$ cat src/sv/assembler_source_lexer_assert.svh
// Assertion macros shared by the lexer RTL.
`ifndef ASSEMBLER_SOURCE_LEXER_ASSERT_SVH
`define ASSEMBLER_SOURCE_LEXER_ASSERT_SVH

// Same-cycle implication, checked out of reset.
`define ASL_ASSERT_NOW(label, ante, cons, msg) \
    label: assert property (@(posedge i_clk) disable iff (!i_rst_n) \
        (ante) |-> (cons)) else $error(msg);

// Next-cycle implication, checked out of reset.
`define ASL_ASSERT_NEXT(label, ante, cons, msg) \
    label: assert property (@(posedge i_clk) disable iff (!i_rst_n) \
        (ante) |=> (cons)) else $error(msg);

`endif

$ cat src/sv/asl_pkg.sv
// Shared types and codes for the assembler source lexer.
package asl_pkg;

    // Token kinds on the result stream
    typedef enum logic [3:0] {
        TK_EOF     = 4'd0,
        TK_NUMBER  = 4'd1,
        TK_WCHAR   = 4'd2,
        TK_WEND    = 4'd3,
        TK_COMMA   = 4'd4,
        TK_COLON   = 4'd5,
        TK_GREATER = 4'd6,
        TK_LESS    = 4'd7,
        TK_POUND   = 4'd8,
        TK_LPAREN  = 4'd9,
        TK_RPAREN  = 4'd10,
        TK_DOT     = 4'd11,
        TK_NEWLINE = 4'd12,
        TK_ERROR   = 4'd13
    } t_tok_kind;

    // Lexer modes
    typedef enum logic [2:0] {
        LM_IDLE = 3'd0,
        LM_DEC  = 3'd1,
        LM_HEX  = 3'd2,
        LM_WORD = 3'd3,
        LM_CR   = 3'd4
    } t_lex_mode;

    localparam int unsigned VALUE_W = 16;
    localparam int unsigned LINE_W  = 16;
    localparam int unsigned COUNT_W = 7;

    // One result item
    typedef struct packed {
        t_tok_kind          kind;
        logic [VALUE_W-1:0] value;
        logic [LINE_W-1:0]  line;
        logic               last;
    } t_result;

    // Results of one input beat: up to two
    typedef struct packed {
        logic [1:0]        cnt;
        t_result [1:0]     res;
    } t_pair;

endpackage

$ cat src/sv/asl_lex_core.sv
// Lexer state and the per-byte classify-and-accumulate step.
module asl_lex_core #(
    parameter int MAX_TOKEN_CHARS = 79
) (
    input  logic           i_clk,
    input  logic           i_rst_n,
    input  logic           i_step,      // commit the current beat
    input  logic           i_req_eof,   // end of input
    input  logic [7:0]     i_byte,
    output asl_pkg::t_pair o_pair       // results of the current beat
);

    localparam logic [7:0] CH_TAB    = 8'h09;
    localparam logic [7:0] CH_LF     = 8'h0A;
    localparam logic [7:0] CH_CR     = 8'h0D;
    localparam logic [7:0] CH_SPACE  = 8'h20;
    localparam logic [7:0] CH_POUND  = 8'h23;
    localparam logic [7:0] CH_DOLLAR = 8'h24;
    localparam logic [7:0] CH_LPAREN = 8'h28;
    localparam logic [7:0] CH_RPAREN = 8'h29;
    localparam logic [7:0] CH_COMMA  = 8'h2C;
    localparam logic [7:0] CH_DOT    = 8'h2E;
    localparam logic [7:0] CH_COLON  = 8'h3A;
    localparam logic [7:0] CH_LESS   = 8'h3C;
    localparam logic [7:0] CH_GREATER = 8'h3E;
    localparam logic [asl_pkg::COUNT_W-1:0] MAX_CNT = asl_pkg::COUNT_W'(MAX_TOKEN_CHARS);

    asl_pkg::t_lex_mode                 r_mode, n_mode;
    logic [asl_pkg::VALUE_W-1:0]        r_accum, n_accum;
    logic [asl_pkg::COUNT_W-1:0]        r_count, n_count;
    logic [asl_pkg::LINE_W-1:0]         r_line, n_line;

    // Byte classes
    logic       is_dec, is_upper, is_lower, is_letter, is_hexl, room;
    logic [3:0] dig_val, hex_val;

    assign is_dec    = (i_byte >= 8'h30) && (i_byte <= 8'h39);
    assign is_upper  = (i_byte >= 8'h41) && (i_byte <= 8'h5A);
    assign is_lower  = (i_byte >= 8'h61) && (i_byte <= 8'h7A);
    assign is_letter = is_upper || is_lower;
    assign is_hexl   = ((i_byte >= 8'h41) && (i_byte <= 8'h46)) ||
                       ((i_byte >= 8'h61) && (i_byte <= 8'h66));
    assign dig_val   = i_byte[3:0];
    assign hex_val   = is_dec ? i_byte[3:0] : 4'(i_byte[3:0] + 4'd9);
    assign room      = r_count < MAX_CNT;

    logic                        close_v, main_v, do_fresh, line_inc;
    asl_pkg::t_tok_kind          close_kind, main_kind;
    logic [asl_pkg::VALUE_W-1:0] close_val, main_val;

    // Next state and results of one beat
    always_comb begin
        n_mode     = r_mode;
        n_accum    = r_accum;
        n_count    = r_count;
        n_line     = r_line;
        close_v    = 1'b0;
        close_kind = asl_pkg::TK_NUMBER;
        close_val  = '0;
        main_v     = 1'b0;
        main_kind  = asl_pkg::TK_EOF;
        main_val   = '0;
        do_fresh   = 1'b0;
        line_inc   = 1'b0;

        if (i_req_eof) begin
            // flush the open token, then end of file
            unique case (r_mode)
                asl_pkg::LM_DEC: begin
                    close_v   = 1'b1;
                    close_val = r_accum;
                end
                asl_pkg::LM_HEX: begin
                    close_v = 1'b1;
                    if (r_count != '0) begin
                        close_val = r_accum;
                    end else begin
                        close_kind = asl_pkg::TK_ERROR;
                    end
                end
                asl_pkg::LM_WORD: begin
                    close_v    = 1'b1;
                    close_kind = asl_pkg::TK_WEND;
                    close_val  = asl_pkg::VALUE_W'(r_count);
                end
                default: close_v = 1'b0;
            endcase
            main_v  = 1'b1;
            n_mode  = asl_pkg::LM_IDLE;
            n_accum = '0;
            n_count = '0;
        end else begin
            unique case (r_mode)
                asl_pkg::LM_CR: begin
                    // byte after CR is swallowed
                    main_v    = 1'b1;
                    main_kind = asl_pkg::TK_NEWLINE;
                    line_inc  = 1'b1;
                    n_mode    = asl_pkg::LM_IDLE;
                    n_accum   = '0;
                    n_count   = '0;
                end
                asl_pkg::LM_DEC: begin
                    if (is_dec && room) begin
                        n_accum = (r_accum << 3) + (r_accum << 1)
                                  + asl_pkg::VALUE_W'(dig_val);
                        n_count = r_count + 1'b1;
                    end else begin
                        close_v   = 1'b1;
                        close_val = r_accum;
                        do_fresh  = 1'b1;
                    end
                end
                asl_pkg::LM_HEX: begin
                    if ((is_dec || is_hexl) && room) begin
                        n_accum = {r_accum[asl_pkg::VALUE_W-5:0], hex_val};
                        n_count = r_count + 1'b1;
                    end else begin
                        close_v   = 1'b1;
                        close_val = r_accum;
                        do_fresh  = 1'b1;
                    end
                end
                asl_pkg::LM_WORD: begin
                    if (is_letter && room) begin
                        n_count   = r_count + 1'b1;
                        main_v    = 1'b1;
                        main_kind = asl_pkg::TK_WCHAR;
                        main_val  = asl_pkg::VALUE_W'(i_byte);
                    end else begin
                        close_v    = 1'b1;
                        close_kind = asl_pkg::TK_WEND;
                        close_val  = asl_pkg::VALUE_W'(r_count);
                        do_fresh   = 1'b1;
                    end
                end
                default: do_fresh = 1'b1;
            endcase

            // lex the byte as if idle
            if (do_fresh) begin
                n_mode  = asl_pkg::LM_IDLE;
                n_accum = '0;
                n_count = '0;
                priority if (i_byte == CH_SPACE || i_byte == CH_TAB) begin
                    main_v = 1'b0;
                end else if (is_dec) begin
                    n_mode  = asl_pkg::LM_DEC;
                    n_accum = asl_pkg::VALUE_W'(dig_val);
                    n_count = asl_pkg::COUNT_W'(1);
                end else if (is_letter) begin
                    n_mode    = asl_pkg::LM_WORD;
                    n_count   = asl_pkg::COUNT_W'(1);
                    main_v    = 1'b1;
                    main_kind = asl_pkg::TK_WCHAR;
                    main_val  = asl_pkg::VALUE_W'(i_byte);
                end else begin
                    main_v = 1'b1;
                    unique case (i_byte)
                        CH_DOLLAR: begin
                            main_v = 1'b0;
                            n_mode = asl_pkg::LM_HEX;
                        end
                        CH_CR: begin
                            main_v = 1'b0;
                            n_mode = asl_pkg::LM_CR;
                        end
                        CH_LF: begin
                            main_kind = asl_pkg::TK_NEWLINE;
                            line_inc  = 1'b1;
                        end
                        CH_COMMA:   main_kind = asl_pkg::TK_COMMA;
                        CH_COLON:   main_kind = asl_pkg::TK_COLON;
                        CH_GREATER: main_kind = asl_pkg::TK_GREATER;
                        CH_LESS:    main_kind = asl_pkg::TK_LESS;
                        CH_POUND:   main_kind = asl_pkg::TK_POUND;
                        CH_LPAREN:  main_kind = asl_pkg::TK_LPAREN;
                        CH_RPAREN:  main_kind = asl_pkg::TK_RPAREN;
                        CH_DOT:     main_kind = asl_pkg::TK_DOT;
                        default:    main_kind = asl_pkg::TK_ERROR;
                    endcase
                end
            end
        end

        if (line_inc) begin
            n_line = r_line + 1'b1;
        end
    end

    // Pack results: the closing token goes first
    always_comb begin
        o_pair.cnt          = {1'b0, close_v} + {1'b0, main_v};
        o_pair.res[0].kind  = close_v ? close_kind : main_kind;
        o_pair.res[0].value = close_v ? close_val : main_val;
        o_pair.res[0].line  = r_line;
        o_pair.res[0].last  = !(close_v && main_v);
        o_pair.res[1].kind  = main_kind;
        o_pair.res[1].value = main_val;
        o_pair.res[1].line  = r_line;
        o_pair.res[1].last  = 1'b1;
    end

    // State registers
    always_ff @(posedge i_clk) begin
        if (!i_rst_n) begin
            r_mode  <= asl_pkg::LM_IDLE;
            r_accum <= '0;
            r_count <= '0;
            r_line  <= '0;
        end else if (i_step) begin
            r_mode  <= n_mode;
            r_accum <= n_accum;
            r_count <= n_count;
            r_line  <= n_line;
        end
    end

endmodule

$ cat src/sv/asl_out_stage.sv
// Result register: holds the results of one beat and sends them one at a time.
module asl_out_stage (
    input  logic             i_clk,
    input  logic             i_rst_n,
    input  logic             i_load,    // take a new pair of results
    input  asl_pkg::t_pair   i_pair,
    output logic             o_free,    // a pair may be loaded this cycle
    output logic             o_tvalid,
    input  logic             i_tready,
    output asl_pkg::t_result o_result
);

    logic             r_vld, n_vld;
    logic             r_two;
    logic             r_sel, n_sel;
    asl_pkg::t_result r_res [2];

    logic fire, shown_last;

    assign fire       = r_vld && i_tready;
    assign shown_last = !r_two || r_sel;
    assign o_free     = !r_vld || (fire && shown_last);
    assign o_tvalid   = r_vld;
    assign o_result   = r_res[r_sel];

    // Control: load a pair or step to its second result
    always_comb begin
        n_vld = r_vld;
        n_sel = r_sel;
        if (i_load) begin
            n_vld = 1'b1;
            n_sel = 1'b0;
        end else if (fire) begin
            if (shown_last) begin
                n_vld = 1'b0;
            end else begin
                n_sel = 1'b1;
            end
        end
    end

    always_ff @(posedge i_clk) begin
        if (!i_rst_n) begin
            r_vld <= 1'b0;
            r_sel <= 1'b0;
        end else begin
            r_vld <= n_vld;
            r_sel <= n_sel;
        end
    end

    // Payload
    always_ff @(posedge i_clk) begin
        if (i_load) begin
            r_two    <= i_pair.cnt[1];
            r_res[0] <= i_pair.res[0];
            r_res[1] <= i_pair.res[1];
        end
    end

endmodule

$ cat src/sv/assembler_source_lexer.sv
// Assembler source lexer top level: input register, lexer step, result register.
//
// Input channel (s): one beat per source byte. tuser = 1 marks end of input,
// in which case tdata is ignored. Output channel (m): one beat per token
// result; tuser carries the token kind, tlast marks the last result caused by
// one input beat.
// Each input beat gives zero, one or two results. A word streams one
// word-char beat per letter and is closed by a word-end beat holding its
// length; numbers give one beat with the 16-bit value.
// An accepted beat is held in the input register and lexed from there, and
// its results are loaded into the result register, if not stalled.
// Throughput: one input beat per cycle unless the result register is full; a
// beat with two results holds it until both leave on the single result port.
// Reset (i_rst_n low, synchronous) empties both registers and sets the
// lexer idle with the line count at zero.
// When the receiver stalls, the result register holds and the input
// register still takes one more beat; tready drops once both are full and
// the waiting beat has results.
module assembler_source_lexer #(
    parameter int MAX_TOKEN_CHARS = 79
) (
    input  logic        i_clk,
    input  logic        i_rst_n,
    input  logic        i_s_tvalid,
    output logic        o_s_tready,
    input  logic [7:0]  i_s_tdata,   // [7:0] byte_value
    input  logic        i_s_tuser,   // [0] req_type
    output logic        o_m_tvalid,
    input  logic        i_m_tready,
    output logic [31:0] o_m_tdata,   // [15:0] token_value, [31:16] line_number
    output logic [3:0]  o_m_tuser,   // [3:0] token_kind
    output logic        o_m_tlast    // last_of_run
);

    logic             r_in_vld;
    logic             r_in_eof;
    logic [7:0]       r_in_byte;
    logic             consume, pair_load, out_free;
    logic             m_fire, m_eof;
    asl_pkg::t_pair   pair;
    asl_pkg::t_result result;

    // A beat leaves the input register when its results fit
    assign consume    = r_in_vld && (out_free || (pair.cnt == 2'd0));
    assign pair_load  = consume && (pair.cnt != 2'd0);
    assign o_s_tready = !r_in_vld || consume;

    // Input register
    always_ff @(posedge i_clk) begin
        if (!i_rst_n) begin
            r_in_vld <= 1'b0;
        end else if (o_s_tready) begin
            r_in_vld <= i_s_tvalid;
        end
    end

    always_ff @(posedge i_clk) begin
        if (o_s_tready && i_s_tvalid) begin
            r_in_eof  <= i_s_tuser;
            r_in_byte <= i_s_tdata;
        end
    end

    asl_lex_core #(
        .MAX_TOKEN_CHARS(MAX_TOKEN_CHARS)
    ) u_core (
        .i_clk     (i_clk),
        .i_rst_n   (i_rst_n),
        .i_step    (consume),
        .i_req_eof (r_in_eof),
        .i_byte    (r_in_byte),
        .o_pair    (pair)
    );

    asl_out_stage u_out (
        .i_clk    (i_clk),
        .i_rst_n  (i_rst_n),
        .i_load   (pair_load),
        .i_pair   (pair),
        .o_free   (out_free),
        .o_tvalid (o_m_tvalid),
        .i_tready (i_m_tready),
        .o_result (result)
    );

    // Output packing
    assign o_m_tdata = {result.line, result.value};
    assign o_m_tuser = result.kind;
    assign o_m_tlast = result.last;

    // Output beat taken, and end of file shown
    assign m_fire = o_m_tvalid && i_m_tready;
    assign m_eof  = o_m_tvalid && (o_m_tuser == asl_pkg::TK_EOF);

    `include "assembler_source_lexer_assert.svh"

    `ASL_ASSERT_NOW(a_load_into_free, pair_load, out_free, "pair loaded over a pending result")
    `ASL_ASSERT_NEXT(a_second_follows, m_fire && !o_m_tlast, o_m_tvalid, "second result lost")
    `ASL_ASSERT_NOW(a_eof_is_last, m_eof, o_m_tlast, "end of file not last of its beat")
    `ASL_ASSERT_NOW(a_consume_held, consume, r_in_vld, "lexer stepped without a beat")

endmodule

$ cat config.mk
export PLATFORM = sky130hd
export DESIGN_NAME = assembler_source_lexer
export DESIGN_NICKNAME = d
export VERILOG_FILES = /design/src/sv/asl_pkg.sv /design/src/sv/asl_lex_core.sv /design/src/sv/asl_out_stage.sv /design/src/sv/assembler_source_lexer.sv
export VERILOG_INCLUDE_DIRS = /design/src /design/src/sv
export SDC_FILE = /design/constraint.sdc
export NUM_CORES = 1
export LEC_CHECK = 0
export BUFFER_PORTS_ARGS = -buffer_cell sky130_fd_sc_hd__buf_2
export CORE_MARGIN = 4
export CORE_UTILIZATION = 65
export CTS_CLUSTER_SIZE = 14
export DETAILED_ROUTE_END_ITERATION = 6
export PLACE_DENSITY_LB_ADDON = 0.12
export SYNTH_ARGS = -nofsm -noshare
export SYNTH_HDL_FRONTEND = slang
export SYNTH_HIERARCHICAL = 1
export SYNTH_SLANG_ARGS = --single-unit
$ cat constraint.sdc
create_clock -name i_clk -period 18.15 [get_ports i_clk]
set_input_delay 0.9075 -clock i_clk [delete_from_list [all_inputs] [get_ports i_clk]]
set_output_delay 0.9075 -clock i_clk [all_outputs]
set_load 0.01 [all_outputs]
# Word-level counts from Yosys, hierarchy flattened
# Memory sizes are Yosys's and may differ from the RTL's. A register that Yosys moved wholly into a read port is not among the register bits.
# Cells that the tools add are included.
# totals
register_bits	55
ram_bits	74
in_bits	13
output_inout_bits	39
word_cells	174
n_memories	1
# classes
n_addsub	6
magnitude_cmp	9
n_eq_ne	20
n_mux	83
n_bitwise	2
n_reduce_logical	43
# mem_list
memory	depth	width	rd	rd_clocked_by_memory_dff	write_ports	line	source
u_out.r_res	2	37	1	1	2	asl_out_stage.sv:16	asl_pkg::t_result r_res [2];
# ops
cell	count
2-to-1 mux 16 bit	16
case mux 16 bit (3 select lines)	3
== test 8 x 6 -> 1 bit (second input constant)	10
2-to-1 mux 7 bit	8
2-to-1 mux 4 bit	11
case mux 4 bit (10 select lines)	1
<= comparator 8 x 7 -> 1 bit (second input constant)	4
2-to-1 mux 1 bit	28
case mux 7 bit (4 select lines)	1
== test 8 x 4 -> 1 bit (second input constant)	3
2-to-1 mux 3 bit	6
adder 16 x 1 -> 16 bit (second input constant)	1
adder 16 bit	1
adder 16 x 4 -> 16 bit	1
>= comparator 8 x 7 -> 1 bit (second input constant)	2
case mux 4 bit (2 select lines)	2
logical AND 1 bit	14
inequality test 4 x 2 -> 1 bit (second input constant)	3
>= comparator 8 x 6 -> 1 bit (second input constant)	1
<= comparator 8 x 6 -> 1 bit (second input constant)	1
logical OR 1 bit	8
2-to-1 mux 8 bit	1
AND reduction 2 bit	4
adder 7 x 1 -> 7 bit (second input constant)	1
23 further kinds	32

# Depth between registers and ports, before layout
# Gate-level depths: netlist of the first run.
# logic_depth
ltp_word	17
mapped_depth	17
depth_no_buf	16

# Hierarchy
# Netlist of the first run, hierarchy kept.
# modules_own_cells
mod	instances	cells_each	area_each_um2	seq_area_each_um2
asl_lex_core	1	540	4210.3	840.8
asl_out_stage	1	127	2961.6	2312.2
assembler_source_lexer	1	19	341.6	290.3

# Worst setup path after synthesis of the first run
# OpenSTA, ideal clock, no wires.
# synth_path
path_kind	register -> register
from	register r_in_byte[0]
to	register u_out.r_vld (netlist: u_out/o_tvalid)
setup_time_ps	77
t_arrival_ps	5990
required_ps	18073
setup_slack_ps	12083
stages_incl_launch_ff	12
n_path_buf	0
cell_sequence	edfxtp_1 inv_1 ha_1 nand2b_1 nor4_2 nor3_1 a31oi_2 o311ai_0 ha_1 o21ai_2 nor2_1 a22o_1
# synth_lines
item	line	source
start, declared	assembler_source_lexer.sv:37	logic [7:0] r_in_byte;
start signal, assigned	assembler_source_lexer.sv:60	r_in_byte <= i_s_tdata;
end signal, assigned	asl_out_stage.sv:47	r_vld <= n_vld;
end, declared	asl_out_stage.sv:13	logic r_vld, n_vld;

==> flow_summary.ini, run 1 <==
[timing]
drv_slew = 0
tightestPinTransition_ns = 1.19
slew_headroom_pct = 20.5
tns_ns = 0
max_freq_mhz = 202
grt_setup_unrepaired = false
clock-skew-final_ns = 0.00833
period_share_pct = 27.3
finalHoldViolations = 0
fin_crit_ns = 4.95
setup_viol = 0

[die]
placementRows = 38
die_h_um = 116
ios = 52
dieArea_um2 = 13300
core_um2 = 11100
die_w_um = 116
start_util_pct = 67.8

[logic_synthesis]
synthTopCellsByCount = 84 x edfxtp_1, 54 x nand2_1, 46 x dfxtp_1
synth.cell_area_um2 = 7510
yosys.area.top_type_share_pct = 33.6
async_reset_ff_share_pct = 0
ys_seq_area_share_pct = 45.8
synth_cell_types = 82
synth_seq_cells = 130
synth.top_cells.by_area = edfxtp_1 34%, dfxtp_1 12%, mux2_4 6.0%
yosys.area.top_type = edfxtp_1
synth_edf_count = 84
ys.flop_type = edfxtp_1
synthesis.yosys.warnings = 6
postSynthCellCount = 686
synth.most_common_cell = edfxtp_1
syn_avg_cell_area_um2 = 11.0

[cts]
cts.reportedPaths.clkPinSlew_ns = 0.05
cts_setup_buffers = 0
cts.sinks = 130
cts_max_path_buffers = 2
h-tree-depth = 4
cts_root_buf = clkbuf_16
holdBufCountCts = 0
cts_made_buffers = 17
clkLatencyLatePin_ns = 0.42
cts_tree = built
cts_resized = 0

[placed_design]
io_buffers = 51
post-place-cells = 835
place.gp.congestion = 0.948
dp_hpwl_um = 11600

[power]
p_per_area_nw_per_um2 = 86.2
irDropWorstVdd_mv = 0.0943
p_leak_uw = 0.00308

[layout]
drive_above_1_share_pct = 20.9
finalNetCount = 764
n_antenna_cell = 0
stdcell_count = 867
utilization_pct = 74.2
area_growth_pct = 9.38

[grt]
globalRouteOverflowTotal = 0
grt_use_total_pct = 26.2
antenna_found_initial = 0
grt_max_degree = 79
grt_pass1_vias = 5278
grt_pass1_wl_um = 26900

[setup_path]
worstPathRequired_ns = 18.49
worstSetupPathType = flip-flop to flip-flop
cp-end-kind = flip-flop
crit_path_start_kind = flip-flop
crit_fanout = 17
cp.arrival_ns = 5.29

[drt]
routed_wl_um = 16700
post-route-drc-count = 0
antenna_left = 0
vias = 5464
drt_iter0_markers = 510
first_pass_iters = 5
wl_per_cell_um = 19.2
avgViaCountPerCell = 6.30

[run]
cap_violations = 0

[min_path]
min_path_type = flip-flop to flip-flop

[status]
run_status = complete, no violations
[metal layers]
layer	global-route usage (%)	vias to the layer above	share of wire, %
met5	0	-	0
met4	8.92	0	2.6
met3	7.26	39	6.1
met2	43.1	237	49
met1	33.4	2596	42
li1	-	2592	-
[power breakdown]
group	switching, µW	internal [µW]	leakage [µW]
sequential	7.29	328	0.00116
combinational	30.6	20.3	0.00166
clock	127	196	0.000262
[flip-flops by register name, indices dropped and copies added, names as in the netlist, named ones only]
register / flops
r_in_eof: 1
r_in_vld: 1
u_out/r_res: 74
r_in_byte: 8
u_out/o_tvalid: 1
u_out/r_two: 1
u_core/r_accum: 16
u_out/r_sel: 1
u_core/r_mode: 3
u_core/r_line: 16
u_core/r_count: 7
[cells by family (layout without fill, tap and decap cells)]
| family | after synthesis | after routing | synth area share [%] |
|---|---|---|---|
| AO/OA/AOI/OAI | 157 | 157 | 15.6 |
| XOR/XNOR | 12 | 12 | 1.40 |
| adder cells (fa/ha/maj) | 37 | 37 | 6.36 |
| buffers and inverters | 77 | 110 | 5.99 |
| flip-flops | 130 | 130 | 45.8 |
| multiplexers | 53 | 53 | 9.19 |
| other | 2 | 10 | 0.100 |
| AND/OR/NAND/NOR | 218 | 218 | 15.5 |
[worst max-delay path, stage by stage, from the launching register on]
cell and delay [ns]:
edfxtp_1 0.49, inv_1 0.17, ha_1 0.34, nand2b_1 0.14, nor4_2 0.18, nor3_1 0.16
a31oi_2 0.55, o311ai_0 0.34, ha_1 0.39, nor2_1 0.10, o21a_1 0.45, nand2_1 0.25
nor3_1 0.24, nand3_2 0.33, a2111oi_1 0.53, mux2i_1 0.23
[cells in the final DEF, fill, tap and decap left out, types with 5 or more instances in the layout]
master      instances
a211oi_1            5
mux2i_1            15
mux2_2              8
dfxtp_1            45
xnor2_1             7
o21ai_0            21
a22o_1              9
conb_1             10
mux2_4             30
nor3_1             10
edfxtp_1           84
xor2_1              5
buf_2              51
ha_1               35
and3_1              6
nor4_1              6
nand2_1            54
nand2b_1           17
nand3_1            30
clkinvlp_4          5
or3_1               7
nand4_1            11
inv_1              21
a21oi_1            35
a21o_1              6
a31oi_1            12
and2_1             17
nor2_1             30
or2_2               5
clkbuf_16          17
o21a_1             13
a32oi_1             5
[cell type report]
class                           count  area, µm²
Fill cell                         751       2860
Clock inverter                     11        104
Multi-Input combinational cell    487       3660
Inverter                           23       86.3
Tap cell                          140        175
Timing Repair Buffer               55        285
Clock buffer                       21        460
Sequential cell                   130       3440
[worst paths after layout]
path / startpoint / endpoint / slack, ns / cells past startpoint
hold reg to reg: u_core/r_line[15] / u_out/r_res[0][16] / 0.48 / 0
setup / recovery: r_in_byte[0] / u_core/r_line[7] / 13.20 / 15
setup reg to reg: r_in_byte[0] / u_core/r_line[7] / 13.20 / 15
hold / removal: u_core/r_line[15] / u_out/r_res[0][16] / 0.48 / 0
[stage by stage]
stage	hold slack [ns]	power (µW)	cell area (µm²)	setup WS, ns
after floorplan	0.444	377	7540	12.08
after global placement	0.466	390	7650	13.52
after detailed placement	0.485	392	7650	13.31
after CTS	0.483	713	8220	13.27
after global routing	0.508	735	8220	12.62
final	0.481	708	8220	13.20
Note: power is estimated with default switching activity, not from simulation.
==> run 2, diff against run 1 <==
--- a/config.mk
+++ b/config.mk
@@ -6,9 +6,10 @@
 export SDC_FILE = /design/constraint.sdc
 export NUM_CORES = 1
 export LEC_CHECK = 0
+export ABC_AREA = 1
 export BUFFER_PORTS_ARGS = -buffer_cell sky130_fd_sc_hd__buf_2
 export CORE_MARGIN = 4
-export CORE_UTILIZATION = 65
+export CORE_UTILIZATION = 56
 export CTS_CLUSTER_SIZE = 14
 export DETAILED_ROUTE_END_ITERATION = 6
 export PLACE_DENSITY_LB_ADDON = 0.12
==> constraint.sdc (replaced) <==
create_clock -name i_clk -period 4.1 [get_ports i_clk]
set_input_delay 0.205 -clock i_clk [delete_from_list [all_inputs] [get_ports i_clk]]
set_output_delay 0.205 -clock i_clk [all_outputs]
set_load 0.01 [all_outputs]
==> run 2 against run 1 <==
Cell count rose by 39%. Critical path depth rose by 10. Sequential power rose to 4.5 times the previous value. Sequential share of layout area fell by 3.5 points. Power rose to 4.7 times the previous value. Die area rose by 22%. Fmax rose by 33%. Design area rose by 9.2%. Synthesized area rose by 6.4%. Register-to-register slack got worse by 13 ns. Non-clock buffer count rose by 26. Critical path type unchanged. Critical endpoint is now u_core/r_line[5].
==> flow_summary.ini, run 2 <==
[status]
run_status = complete, no violations

[power]
p_leak_uw = 0.00392
p_per_area_nw_per_um2 = 372
finalPower_uw = 3340
irDropWorstVdd_mv = 0.240

[drt]
avgViaCountPerCell = 5.27
wl_per_cell_um = 15.0
antenna_left = 0
drt_iter0_markers = 550
routed_wl_um = 18100
post-route-drc-count = 0
first_pass_iters = 6
vias = 6352

[logic_synthesis]
postSynthCellCount = 956
async_reset_ff_share_pct = 0
synth_cell_types = 48
synthTopCellsByCount = 215 x nand2_1, 131 x nor2_1, 108 x inv_1
synth.most_common_cell = nand2_1
synth_edf_count = 84
ys.flop_type = edfxtp_1
ys_seq_area_share_pct = 43.1
syn_avg_cell_area_um2 = 8.36
synth.cell_area_um2 = 7990
synthesis.yosys.warnings = 6
yosys.area.top_type = edfxtp_1
yosys.area.top_type_share_pct = 31.6
synth.top_cells.by_area = edfxtp_1 32%, dfxtp_1 12%, nand2_1 10%
synth_seq_cells = 130

[cts]
cts_tree = built
cts_max_path_buffers = 2
cts_setup_buffers = 0
cts_made_buffers = 17
h-tree-depth = 4
clkLatencyLatePin_ns = 0.43
cts_root_buf = clkbuf_16
cts.sinks = 130
cts.reportedPaths.clkPinSlew_ns = 0.06

[layout]
area_growth_pct = 12.3
finalNetCount = 1063
drive_above_1_share_pct = 17.5
largestRegisters = u_out/r_res: 74 flops, u_core/r_accum: 16 flops, u_core/r_line: 16 flops
layout_common_cells = 214 x nand2_1, 129 x nor2_1, 107 x inv_1
largest_register_ff_count = 74
top_register = u_out/r_res
layout_commonest_cell = nand2_1
utilization_pct = 64.4
n_antenna_cell = 0

[timing]
grt_setup_unrepaired = false
finalHoldViolations = 0
fin_crit_ns = 3.73
setup_viol = 0
max_freq_mhz = 268
clock-skew-final_ns = 0.00798
slew_headroom_pct = 56.3
period_share_pct = 90.9
tns_ns = 0
tightestPinTransition_ns = 0.654
drv_slew = 0
finalWorstSetupSlack_ns = 0.374

[die]
ios = 52
start_util_pct = 57.4
die_h_um = 127
core_um2 = 13900
placementRows = 43
die_w_um = 127
dieArea_um2 = 16200

[setup_path]
reg2reg_slack_ns = 0.37
crit_fanout = 8
worstSetupPathType = flip-flop to flip-flop
crit_family = simple AND/OR/NAND/NOR gates
reg2regPathDepth = 25
cp_num_buf_inv = 7
worstPathRequired_ns = 4.43
crit-reg2reg-launch = r_in_byte[0]
slowest_stage = edfxtp_1
crit_cells = 25
cp-end-kind = flip-flop
crit_path_start_kind = flip-flop
cp.arrival_ns = 4.06
r2r-end = u_core/r_line[5]
startpoint = r_in_byte[0]
endpoint = u_core/r_line[5]
max_stage_delay_ns = 0.38

[grt]
grt_pass1_vias = 6040
globalRouteOverflowTotal = 0
grt_max_degree = 41
grt_pass1_wl_um = 29900
grt_use_total_pct = 23.2
antenna_found_initial = 0

[placed_design]
pre_cts_slack_ns = 0.239
dp_hpwl_um = 13500
place.gp.congestion = 0.936
io_buffers = 51

[min_path]
min_path_type = input pin to flip-flop

[run]
cap_violations = 0
==> run 2: cell types whose count changed after synthesis, moves of 17 or more <==
cell / previous run / this run
nor2_1: 31 / 131
nand3_1: 30 / 63
nand2b_1: 17 / 0
inv_1: 21 / 108
nand2_1: 54 / 215
==> run 2: cell type report <==
class | instances | area (µm²)
fill | 1196 | 4960
multi-input combinational | 668 | 3790
tap | 180 | 225
inverter | 115 | 432
sequential | 130 | 3440
clock inverter | 13 | 126
timing repair buffer | 81 | 515
clock buffer | 19 | 443
==> run 2: routing by layer <==
metal	global-route usage [%]	up-vias	share of wire, %
met1	32.5	2936	47
met2	36.3	153	46
li1	-	3234	-
met3	4.56	29	4.7
met4	7.76	0	2.1
met5	0	-	0
==> run 2: logic make-up after synthesis <==
group | after synthesis | share of synthesized area, %
flops | 130 | 43.1
simple gates | 466 | 25.5
mux | 37 | 6.62
compound gates | 105 | 7.25
fa+ha+maj | 37 | 5.98
xor+xnor | 13 | 1.42
other cells | 2 | 0.0939
buf+inv | 166 | 10.0
==> run 2: worst min-delay path by stage <==
| stage | from | end | slack, ns | cells past startpoint |
|---|---|---|---|---|
| CTS | i_s_tvalid | r_in_vld | 0.05 | 3 |
| global placement | i_s_tdata[5] | r_in_byte[5] | 0.38 | 1 |
| detailed placement | i_s_tdata[6] | r_in_byte[6] | 0.38 | 1 |
| floorplan | i_rst_n | u_out/o_tvalid | 0.30 | 2 |
| global route | i_s_tvalid | r_in_vld | 0.06 | 3 |
| finish | i_s_tvalid | r_in_vld | 0.06 | 3 |
==> run 2: where the power goes <==
| group | internal, µW | switching [µW] | leakage [µW] |
|---|---|---|---|
| Combinational | 156 | 246 | 0.00248 |
| Clock | 855 | 576 | 0.000267 |
| Sequential | 1470 | 39.6 | 0.00117 |
| Total | 2480 | 862 | 0.00392 |
==> run 2: repair_timing <==
| action | CTS | global route |
|---|---|---|
| hold endpoints to repair | 9 | 0 |
| endpoints found under the setup margin | 0 | 14 |
| resized for setup | 0 | 4 |
| hold buffers | 9 | 0 |
==> run 2: stage by stage <==
step | cells | instance area, µm² | hold slack, ns
after global placement | 1165 | 8310 | 0.382
after detailed placement | 1165 | 8310 | 0.384
final | 1206 | 8980 | 0.0552
after global routing | 1206 | 8980 | 0.0623
after CTS | 1206 | 8970 | 0.0456
after floorplan | 964 | 8030 | 0.303
==> run 2: tightest hold or removal path: cells and delay by family <==
kind / cells / cell delay (ns)
buf+inv: 2 / 0.17
compound gates: 1 / 0.05
==> run 3, diff against run 2 <==
--- a/config.mk
+++ b/config.mk
@@ -9,7 +9,7 @@
 export ABC_AREA = 1
 export BUFFER_PORTS_ARGS = -buffer_cell sky130_fd_sc_hd__buf_2
 export CORE_MARGIN = 4
-export CORE_UTILIZATION = 56
+export CORE_UTILIZATION = 65
 export CTS_CLUSTER_SIZE = 14
 export DETAILED_ROUTE_END_ITERATION = 6
 export PLACE_DENSITY_LB_ADDON = 0.12
==> constraint.sdc (replaced) <==
create_clock -name i_clk -period 4.5 [get_ports i_clk]
set_input_delay 0.225 -clock i_clk [delete_from_list [all_inputs] [get_ports i_clk]]
set_output_delay 0.225 -clock i_clk [all_outputs]
set_load 0.01 [all_outputs]
==> run 3 against run 2 <==
Largest cell class unchanged. Largest power group is now the clock network. Combinational power down 11%. Cell count down 3.4%. Critical endpoint is now u_core/r_line[8]. Worst setup slack improved by 0.13 ns. Core utilization is 9.6 points higher. Sequential share of layout area increased by 0.35 points. Design area fell by 0.91%.
==> flow_summary.ini, run 3 (synthesis gave the netlist of run 2 again) <==
[drt]
vias = 6442
post-route-drc-count = 0
avgViaCountPerCell = 5.53
drt_iter0_markers = 589
antenna_left = 0
first_pass_iters = 6
routed_wl_um = 18100
wl_per_cell_um = 15.5

[timing]
setup_viol = 0
grt_setup_unrepaired = false
fin_crit_ns = 4.00
slew_headroom_pct = 55.0
whs_ns = 0.0250
max_freq_mhz = 250
drv_slew = 0
tightestPinTransition_ns = 0.675
clock-skew-final_ns = 0.00908
period_share_pct = 88.9
finalHoldViolations = 0
tns_ns = 0

[setup_path]
cp-end-kind = flip-flop
crit_fanout = 12
worstSetupPathType = flip-flop to flip-flop
crit_path_start_kind = flip-flop
crit-reg2reg-launch = r_in_byte[1]
r2r-end = u_core/r_line[8]
reg2regPathDepth = 25
worstPathRequired_ns = 4.80
cp.arrival_ns = 4.30
reg2reg_slack_ns = 0.50

[layout]
layout_common_cells = 214 x nand2_1, 130 x nor2_1, 107 x inv_1
drive_above_1_share_pct = 16.8
largest_register_ff_count = 74
area_growth_pct = 11.3
layout_commonest_cell = nand2_1
largestRegisters = u_out/r_res: 74 flops, u_core/r_accum: 16 flops, u_core/r_line: 16 flops
n_antenna_cell = 0
top_register = u_out/r_res
fillers = 924
finalNetCount = 1055

[die]
placementRows = 40
die_h_um = 119
core_um2 = 12000
dieArea_um2 = 14100
ios = 52
die_w_um = 119
start_util_pct = 66.6

[power]
p_leak_uw = 0.00391
irDropWorstVdd_mv = 0.246
p_per_area_nw_per_um2 = 352

[cts]
cts.sinks = 130
cts_made_buffers = 17
cts_max_path_buffers = 2
clkLatencyLatePin_ns = 0.42
cts_tree = built
h-tree-depth = 4
cts.reportedPaths.clkPinSlew_ns = 0.06
cts_root_buf = clkbuf_16

[placed_design]
place.gp.congestion = 0.982
dp_hpwl_um = 13100
io_buffers = 51

[min_path]
min_from = i_s_tdata[1]
hold_end = r_in_byte[1]
hold-path-cell-count = 1
min_path_type = input pin to flip-flop

[grt]
grt_pass1_wl_um = 30400
grt_pass1_vias = 6151
grt_use_total_pct = 26.7
globalRouteOverflowTotal = 0
antenna_found_initial = 0
grt_max_degree = 46

[status]
run_status = complete, no violations

[run]
cap_violations = 0
==> run 3: metrics by stage <==
| step | setup slack (ns) | cells | util (%) | area [µm²] | total power, µW |
|---|---|---|---|---|---|
| after detailed placement | 0.169 | 1122 | 68.1 | 8180 | 1740 |
| after global routing | 0.0932 | 1165 | 74.1 | 8890 | 3240 |
| after CTS | 0.140 | 1162 | 73.8 | 8860 | 3140 |
| final | 0.501 | 1165 | 74.1 | 8890 | 3130 |
| after global placement | 0.308 | 1122 | 68.1 | 8180 | 1740 |
| after floorplan | 0.759 | 964 | - | 8030 | 1650 |
==> run 3: per-layer routing <==
layer  routed length (µm)  share of wire, %  global-route usage, %  vias to the layer above
li1                     -                 -                      -                     3226
met1                 7990                44                   37.1                     2913
met2                 8260                46                   42.1                      259
met3                 1370               7.6                   4.89                       44
met4                  442               2.4                   9.70                        0
met5                    0                 0                      0                        -
==> run 3: final cells by class <==
| type | count | area (µm²) | area share (%) |
|---|---|---|---|
| well taps | 147 | 184 | 2.07 |
| clock inverters | 12 | 155 | 1.74 |
| inverters | 115 | 435 | 4.90 |
| repair buffers | 73 | 440 | 4.95 |
| clock buffers | 20 | 447 | 5.02 |
| multi-input cells | 668 | 3790 | 42.6 |
| flip-flops and latches | 130 | 3440 | 38.7 |
==> run 3: how the worst max path moves through the flow <==
stage | to | depth (start not counted) | from
3_3_place_gp | u_core/r_line[5] | 25 | r_in_byte[0]
3_5_place_dp | u_core/r_line[5] | 25 | r_in_byte[1]
4_1_cts | u_core/r_line[5] | 25 | r_in_byte[1]
5_1_grt | u_core/r_line[8] | 25 | r_in_byte[0]
2_1_floorplan | flip-flop | 20 | r_in_byte[0]
6_report | u_core/r_line[8] | 25 | r_in_byte[1]
==> run 3: power by group <==
group	switching [µW]	internal [µW]	leakage [µW]	total, µW
Clock	506	888	0.000291	1390
Combinational	221	136	0.00245	358
Sequential	38.6	1340	0.00117	1370
==> run 3: worst max-delay path: stages (launching register included) <==
cell      delay [ns]
edfxtp_1        0.51
inv_1           0.16
ha_1            0.29
inv_1           0.09
nand2_1         0.06
nand2_1         0.06
nand2_1         0.10
nand2_4         0.10
inv_2           0.11
nand2_1         0.11
nand2_2         0.09
nand2_2         0.09
nor2_8          0.18
a21oi_1         0.06
o21ai_0         0.19
ha_1            0.25
inv_1           0.07
nand2_2         0.08
a21boi_1        0.17
inv_1           0.15
nor2_2          0.23
nand2_4         0.16
nor2_1          0.21
nand4_1         0.13
o21ai_0         0.18
nor2_1          0.06
==> run 3: timing repair <==
action / CTS / global route
endpoints found under the setup margin: 0 / 14
resized for setup: 0 / 4
setup buffers: 0 / 3
hold endpoints to repair: 8 / 0
hold buffers: 8 / 0
